--- src/rtl/swm_pkg.sv ---
// shared types and constants of the sliding window median core
package swm_pkg;

  localparam int CFG_WIDTH          = 7;
  localparam int WINDOW_MAX_DEFAULT = 64;
  localparam int SAMPLE_WIDTH_DEF   = 32;

  typedef enum logic [2:0] {
    ST_IDLE,
    ST_OLD,
    ST_SCAN,
    ST_LAST,
    ST_DONE
  } swm_state_t;

  typedef struct packed {
    logic cfg_write;
    logic take_sample;
    logic scan_start;
    logic scan_step;
    logic write_last;
    logic out_load;
  } swm_cmd_t;

  typedef struct packed {
    logic produce;
    logic scan_done;
    logic out_free;
  } swm_status_t;

endpackage

--- src/rtl/swm_ctrl.sv ---
// controller state machine of the sliding window median core
module swm_ctrl (
  input  logic                clk,
  input  logic                rst,
  input  logic                s_tvalid,
  output logic                s_tready,
  input  logic                cfg_valid,
  output logic                cfg_ready,
  input  swm_pkg::swm_status_t status,
  output swm_pkg::swm_cmd_t    cmd
);
  import swm_pkg::*;

  swm_state_t state;
  swm_state_t state_next;

  always_ff @(posedge clk) begin
    if (rst) begin
      state <= ST_IDLE;
    end else begin
      state <= state_next;
    end
  end

  always_comb begin
    state_next = state;
    unique case (state)
      ST_IDLE: begin
        if (!cfg_valid && s_tvalid) begin
          state_next = ST_OLD;
        end
      end
      ST_OLD: begin
        state_next = ST_SCAN;
      end
      ST_SCAN: begin
        if (status.scan_done) begin
          state_next = ST_LAST;
        end
      end
      ST_LAST: begin
        state_next = status.produce ? ST_DONE : ST_IDLE;
      end
      ST_DONE: begin
        if (status.out_free) begin
          state_next = ST_IDLE;
        end
      end
      default: begin
        state_next = ST_IDLE;
      end
    endcase
  end

  always_comb begin
    cmd       = '0;
    s_tready  = 1'b0;
    cfg_ready = 1'b0;
    unique case (state)
      ST_IDLE: begin
        cfg_ready       = 1'b1;
        s_tready        = !cfg_valid;
        cmd.cfg_write   = cfg_valid;
        cmd.take_sample = !cfg_valid && s_tvalid;
      end
      ST_OLD: begin
        cmd.scan_start = 1'b1;
      end
      ST_SCAN: begin
        cmd.scan_step = 1'b1;
      end
      ST_LAST: begin
        cmd.write_last = 1'b1;
      end
      ST_DONE: begin
        cmd.out_load = status.out_free;
      end
      default: begin
        cmd = '0;
      end
    endcase
  end

  a_single_cmd: assert property (@(posedge clk) disable iff (rst)
    $onehot0(cmd))
    else $error("more than one datapath command at once");

  a_last_after_scan: assert property (@(posedge clk) disable iff (rst)
    cmd.write_last |-> $past(cmd.scan_step) && $past(status.scan_done))
    else $error("final write without a finished scan");

  a_out_after_last: assert property (@(posedge clk) disable iff (rst)
    cmd.write_last && status.produce |=> state == ST_DONE)
    else $error("result dropped after final write");

endmodule

--- config.mk ---
export PLATFORM = sky130hd
export DESIGN_NAME = swm_ctrl
export DESIGN_NICKNAME = d
export VERILOG_FILES = /design/src/rtl/swm_pkg.sv /design/src/rtl/swm_ctrl.sv
export SDC_FILE = /design/constraint.sdc
export NUM_CORES = 1
export LEC_CHECK = 0
export ABC_AREA = 1
export ABC_CLOCK_PERIOD_IN_PS = 900
export BUFFER_PORTS_ARGS = -buffer_cell sky130_fd_sc_hd__buf_2
export CAP_MARGIN = 5
export CORE_AREA = 2 2 39 41
export CTS_CLUSTER_DIAMETER = 50
export DETAILED_ROUTE_END_ITERATION = 16
export DIE_AREA = 0 0 41 43
export GPL_TIMING_DRIVEN = 1
export PLACE_DENSITY = 0.39
export SYNTH_ARGS = -nofsm -noshare
export SYNTH_HDL_FRONTEND = slang
export SYNTH_SLANG_ARGS = --single-unit
--- constraint.sdc ---
create_clock -name clk -period 0.9 [get_ports clk]
set_clock_uncertainty 0.15 [all_clocks]
set_input_delay 0.18 -clock clk [delete_from_list [all_inputs] [get_ports clk]]
set_output_delay 0.18 -clock clk [all_outputs]
set_load 0.02 [all_outputs]
* Word level (Yosys, flattened, before mapping)
Cells that the tools add are included.
** Storage, ports and cells
- Bits in registers :: 3
- Word-level logic and storage cells :: 24
- Input bits :: 7
- Output and inout bits :: 8
** Operators by class
- Multiplexer cells :: 12
- Reductions and logical operators :: 4
- Eq/ne operators :: 7
** Operator list (number)
- $pmux 3 s5 :: 1
- $mux 3 :: 4
- $eq 3x2->1 const B :: 2
- $mux 1 :: 6
- $ne 2x2->1 const B :: 3
- $eq 3x1->1 const B :: 1
- $eq 3x3->1 const B :: 1
- $logic_not 3->1 :: 1
- $reduce_and 3->1 :: 1
- $mux 2 :: 1
- $logic_and 1x1->1 :: 1
- $logic_not 1->1 :: 1

* Depth between registers and ports, before layout
Gate-level depths: netlist of run 1.
- Depth after elaboration :: 4
- Depth in mapped cells :: 5
- Gate-level depth less buffers :: 5

* Worst setup path after synthesis of run 1
No wires, ideal clock.
- Kind :: flip-flop to output port
- From :: register state[2]
- To :: output cmd[0] (netlist bit)
- Arrival time :: 1102 ps
- Buffers on the path :: 0
- Path slack :: -532 ps
- Cell stages (with the launch flop) :: 3
- Path through :: dfxtp_1 > inv_2 > nor4_1
** RTL lines
- start, declared :: RTL line swm_ctrl.sv:14 : swm_state_t state;
- start signal, assigned :: RTL line swm_ctrl.sv:21 : state <= state_next;
- end, declared :: RTL line swm_ctrl.sv:10 : output swm_pkg::swm_cmd_t cmd

==> flow_metrics.py, run 1 <==
metrics = {
    "placement": {
        "dp_slack_ns": -0.2986,
        "io_buffer_count": 14,
        "hpwl_um": 492.5,
        "place_congestion": 0.5910,
        "dp.cells": 68,
    },
    "job": {
        "cap_violations": 0,
    },
    "floorplanning": {
        "die_area_um2": 1763,
        "placement_rows": 14,
        "start_util": 0.1438,
        "core_um2": 1384,
        "die_w_um": 41,
        "pin_count": 15,
        "die_y_um": 43,
    },
    "clock_network": {
        "cts_inserted_buffers": 3,
        "clockRootBuffer": "clkbuf_4",
        "clk_latency_ns": 0.24,
        "htree_levels": 1,
        "cts_max_path_buffers": 2,
        "cts_tree": "done",
        "clk_pin_slew_worst_paths_ns": 0.04,
        "cts_sinks": 3,
    },
    "critical_path": {
        "crit_type": "flip-flop to primary output",
        "start_kind": "flip-flop",
        "required_ns": 0.57,
        "worstPathArrival_ns": 1.03,
        "cp_max_fo": 5,
        "critPathCaptureType": "primary output",
    },
    "routing": {
        "wl_um": 618,
        "postRouteAntennaNets": 0,
        "drt_first_pass_iters": 1,
        "drt_iter0_drc": 0,
        "wl_per_cell_um": 8.240,
        "viasPerCell": 3.707,
        "vias": 278,
        "drc_errors": 0,
    },
    "layout": {
        "final_common_cell": "buf_4",
        "most-common-layout-cells": "9 x buf_4, 6 x nor2_4, 6 x buf_2, 6 x buf_6, 5 x inv_1",
        "regMostFlops": "state",
        "largest_register_ffs": 3,
        "diodes": 0,
        "post-route-util": 0.3517,
        "area_growth_pct": 144.7,
        "drive_gt1_frac": 0.6949,
        "nets": 67,
        "final_cells": 75,
        "largestRegisters": "state (3)",
    },
    "status": {
        "violations": "hold timing, setup timing",
        "status": "finished with violations",
    },
    "power": {
        "p_seq_frac": 0.215,
        "p_comb_frac": 0.512,
        "intPower_w": 0.0005368,
        "p_leak_nw": 0.2388,
        "p_switching_w": 0.0003444,
        "power.density_nw_per_um2": 1811,
        "p_clk_frac": 0.273,
        "irDropWorstVdd_v": 0.0005080,
        "swShare": 0.3908,
    },
    "yosys": {
        "syn_area_um2": 198.9,
        "synth-seq-cells": 3,
        "ys_types": 12,
        "post-synth-top-area-cell": "dfxtp_1",
        "ys_seq_area_frac": 0.3019,
        "synth_area_leaders": "dfxtp_1 30%, inv_1 15%, nor2_1 13%, nand2_1 11%, nand3_1 7.5%",
        "synth.avg_cell_area_um2": 5.851,
        "syn_nets": 41,
        "ys_warn_count": 0,
        "synth_top_area_share": 0.3019,
        "syn_inst": 34,
    },
    "global_route": {
        "grt.overflow.total": 0,
        "grt_pass1_wl_um": 986,
        "grt_start_max_net_pins": 6,
        "grt_pass1_vias": 274,
        "antenna_found_initial": 0,
        "grt_usage": 0.08325,
    },
    "timing": {
        "max_freq_mhz": 732.8,
        "max-slew-margin-rel": 0.8794,
        "finalSetupViolations": 11,
        "slew_violations": 0,
        "period_minus_slack_ns": 1.365,
        "fin_ws_ns": -0.4646,
        "post-route-period-util": 1.516,
        "tightest_slew_ns": 0.1795,
        "tns_ns": -4.050,
        "holdWs_ns": -0.04385,
        "grt_setup_unrepaired": "yes",
        "hold_violations": 1,
    },
    "hold_path": {
        "min_path_type": "input pin to flip-flop",
    },
}
==> through the flow <==
stage	total power (W)	instance area (um^2)
floorplan	0.0004412	275.3
global placement	0.0005475	395.4
detailed placement	0.0005459	395.4
CTS	0.0008914	479.2
global route	0.0009506	486.7
finish	0.0008813	486.7
==> worst max-delay path, stage by stage (launching register included) <==
cell	delay (ns)
dfxtp_4	0.36
nor2_4	0.13
nand2_4	0.10
nor2_4	0.09
buf_6	0.12
==> cell families (layout without fill, tap and decap cells) <==
kind of cell    after synthesis  in the layout  synth area share
compound gates                2              2           0.06288
buf+inv                       9             34            0.1698
flops                         3              3            0.3019
simple gates                 20             20            0.4655
==> area by class of cell <==
type | count | area, um^2
Clock buffer | 4 | 26.28
Fill cell | 160 | 897.1
Inverter | 9 | 33.78
Multi-Input combinational cell | 22 | 172.7
Sequential cell | 3 | 68.82
Tap cell | 16 | 20.02
Timing Repair Buffer | 21 | 165.2
==> synth_stat cells <==
cell     instances
nand3_1          3
nand3_2          1
inv_2            1
nand4_1          1
a21oi_1          1
o21a_1           1
nor2_2           1
dfxtp_1          3
nor4_1           1
nand2_1          6
inv_1            8
nor2_1           7
==> repair_timing <==
item                                   in CTS  in global routing
setup endpoints to repair                  11                 11
resized for setup                          14                  0
buffers inserted                            2                  1
endpoints found under the hold margin       1                  1
pin swaps                                   3                  2
==> final timing paths <==
kind	slack (ns)	startpoint	cells past startpoint	to
worst min-delay path	-0.04	rst	2	state[2]
worst min register to register	0.37	state[2]	2	state[2]
worst max register to register	-0.26	state[0]	6	state[0]
worst max-delay path	-0.46	state[0]	4	cmd[5]
==> power by group through the flow <==
stage	combinational, W	clock (W)	sequential, W
global route	0.000488	0.000270	0.000193
floorplan	0.000248	0	0.000193
detailed placement	0.000352	0	0.000194
finish	0.000452	0.000241	0.000189
global placement	0.000355	0	0.000192
CTS	0.000447	0.000255	0.000190
==> per-layer routing <==
metal | track usage | share of wire
met2 | 0.1188 | 0.50
met4 | 0.06000 | 0.028
met1 | 0.09936 | 0.40
met3 | 0.02618 | 0.061
met5 | 0 | 0
Note: power is estimated with default switching activity, not from simulation.
==> run 2, diff against run 1 <==
- ABC_AREA: 1 -> not set
- PLACE_DENSITY: 0.39 -> 0.41
==> flow_metrics.py, run 2 <==
metrics = {
    "clock_network": {
        "htree_levels": 1,
        "cts_tree": "done",
        "cts_sinks": 3,
        "cts_inserted_buffers": 3,
        "clockRootBuffer": "clkbuf_4",
        "clk_pin_slew_worst_paths_ns": 0.03,
        "cts_max_path_buffers": 2,
        "clk_latency_ns": 0.23,
    },
    "floorplanning": {
        "die_w_um": 41,
        "start_util": 0.1618,
        "placement_rows": 14,
        "die_area_um2": 1763,
        "die_y_um": 43,
        "pin_count": 15,
        "core_um2": 1384,
    },
    "routing": {
        "drt_first_pass_iters": 4,
        "wl_um": 739,
        "postRouteAntennaNets": 0,
        "drt_iter0_drc": 2,
        "viasPerCell": 4.406,
        "drc_errors": 0,
        "vias": 304,
        "wl_per_cell_um": 10.71,
    },
    "job": {
        "cap_violations": 0,
    },
    "timing": {
        "fin_ws_ns": -0.5636,
        "hold_violations": 1,
        "grt_setup_unrepaired": "yes",
        "post-route-period-util": 1.626,
        "slew_violations": 0,
        "finalSetupViolations": 11,
        "tightest_slew_ns": 0.2603,
        "max_freq_mhz": 683.3,
        "holdWs_ns": -0.009100,
        "period_minus_slack_ns": 1.464,
        "max-slew-margin-rel": 0.8262,
    },
    "layout": {
        "drive_gt1_frac": 0.8679,
        "regMostFlops": "state",
        "fillers": 145,
        "area_growth_pct": 150.8,
        "largestRegisters": "state (3)",
        "final_common_cell": "buf_4",
        "nets": 61,
        "largest_register_ffs": 3,
        "most-common-layout-cells": "10 x buf_4, 9 x buf_6, 7 x buf_2",
        "diodes": 0,
    },
    "yosys": {
        "synth-edff-count": 0,
        "synth_top_area_share": 0.2682,
        "ys_async_sr_fraction": 0,
        "post-synth-top-area-cell": "dfxtp_1",
        "synth_common_cells": "4 x nor3_1, 3 x dfxtp_1, 2 x buf_2, 2 x nor3b_1, 2 x nor4_1",
        "ys_warn_count": 0,
        "synth_flop_cell": "dfxtp_1",
        "ys_seq_area_frac": 0.2682,
        "ys_types": 17,
        "syn_nets": 32,
        "synth-seq-cells": 3,
        "yosysMostFrequentCell": "nor3_1",
        "syn_area_um2": 224.0,
        "syn_inst": 25,
        "synth_area_leaders": "dfxtp_1 27%, nor3_1 8.9%, nor3b_1 6.7%, nor4b_2 6.7%, or4b_4 6.1%",
        "synth.avg_cell_area_um2": 8.959,
    },
    "placement": {
        "hpwl_um": 583.3,
        "place_congestion": 0.7101,
        "dp_slack_ns": -0.4416,
        "io_buffer_count": 14,
    },
    "power": {
        "p_clk_frac": 0.320,
        "irDropWorstVdd_v": 0.0007237,
        "intPower_w": 0.0004934,
        "swShare": 0.3083,
        "p_seq_frac": 0.223,
        "p_leak_nw": 0.2327,
        "p_switching_w": 0.0002199,
        "power_w": 0.0007133,
        "power.density_nw_per_um2": 1270,
        "p_comb_frac": 0.458,
    },
    "global_route": {
        "grt_pass1_wl_um": 1200,
        "grt.overflow.total": 0,
        "grt_use_met3": 0.02094,
        "grt_usage": 0.1014,
        "grt_use_met2": 0.1625,
        "grt.busiest_layer": "met2",
        "antenna_found_initial": 0,
        "use_met1": 0.1158,
        "grt_pass1_vias": 309,
        "grt_start_max_net_pins": 8,
    },
    "status": {
        "violations": "hold timing, setup timing",
        "status": "finished with violations",
    },
    "critical_path": {
        "worstPathArrival_ns": 1.13,
        "crit_type": "flip-flop to primary output",
        "start_kind": "flip-flop",
        "cp_max_fo": 5,
        "critPathCaptureType": "primary output",
        "required_ns": 0.57,
    },
    "hold_path": {
        "min_path_type": "input pin to flip-flop",
    },
}
run 2: cell types whose count changed in the layout (fill, tap and decap cells not counted), moves of 3 or more:
cell     before  now
inv_2         4    0
inv_1         5    1
nor2_4        6    0
nand3_1       3    0
buf_6         6    9
nand2_1       4    0
run 2: final timing paths:
| check | start | slack [ns] | cells past startpoint | end |
|---|---|---|---|---|
| max | state[1] | -0.56 | 3 | s_tready |
| min reg2reg | state[0] | 0.42 | 2 | state[2] |
| max reg2reg | state[2] | -0.48 | 3 | state[2] |
| min | rst | -0.009 | 2 | state[0] |
run 2: routing by layer:
layer  vias up  share of wire
li1        147              -
met1       142           0.37
met2        15           0.55
met3         0          0.085
met4         0              0
met5         -              0
run 2: area by class of cell:
class / count / area, um^2 / share of cell area
well taps: 16 / 20.02 / 0.03563
flip-flops and latches: 3 / 66.31 / 0.1180
inverters: 1 / 3.754 / 0.006682
multi-input cells: 18 / 214.0 / 0.3808
clock buffers: 4 / 26.28 / 0.04677
repair buffers: 27 / 231.5 / 0.4120
run 2: kinds of logic after synthesis:
logic type / synth area share
and+or+nand+nor: 0.4804
buffers and inverters: 0.1117
DFF: 0.2682
AOI/OAI and AO/OA: 0.1006
xor gates and xnor gates: 0.03911
run 2: worst max-delay path: stages, from the launching register on:
cell and delay [ns]:
dfxtp_4 0.35, buf_12 0.13, nor4_2 0.25, buf_4 0.18
run 2: repair_timing:
action / 4_1_cts / 5_1_grt
gates resized for setup: 20 / 2
hold endpoints to repair: 1 / 1
pin swaps: 8 / 2
setup buffers: 3 / 0
setup endpoints to repair: 11 / 11
run 2: through the flow:
stage	cells	TNS [ns]	cell area [um^2]	hold slack, ns	utilization
finish	69	-5.099	561.8	-0.009100	0.4060
global route	69	-5.755	561.8	-0.01513	0.4060
CTS	69	-5.315	555.5	-0.01819	0.4014
detailed placement	62	-3.677	440.4	0.2201	0.3183
global placement	62	-3.428	440.4	0.2157	0.3183
floorplan	25	-3.084	296.5	0.1030	-
run 2: power by group through the flow:
stage | clock, W | sequential, W | combinational, W
after floorplan | 0 | 0.000153 | 0.000170
after global placement | 0 | 0.000159 | 0.000252
after detailed placement | 0 | 0.000160 | 0.000255
after CTS | 0.000241 | 0.000158 | 0.000323
after global routing | 0.000257 | 0.000160 | 0.000349
final | 0.000228 | 0.000159 | 0.000327
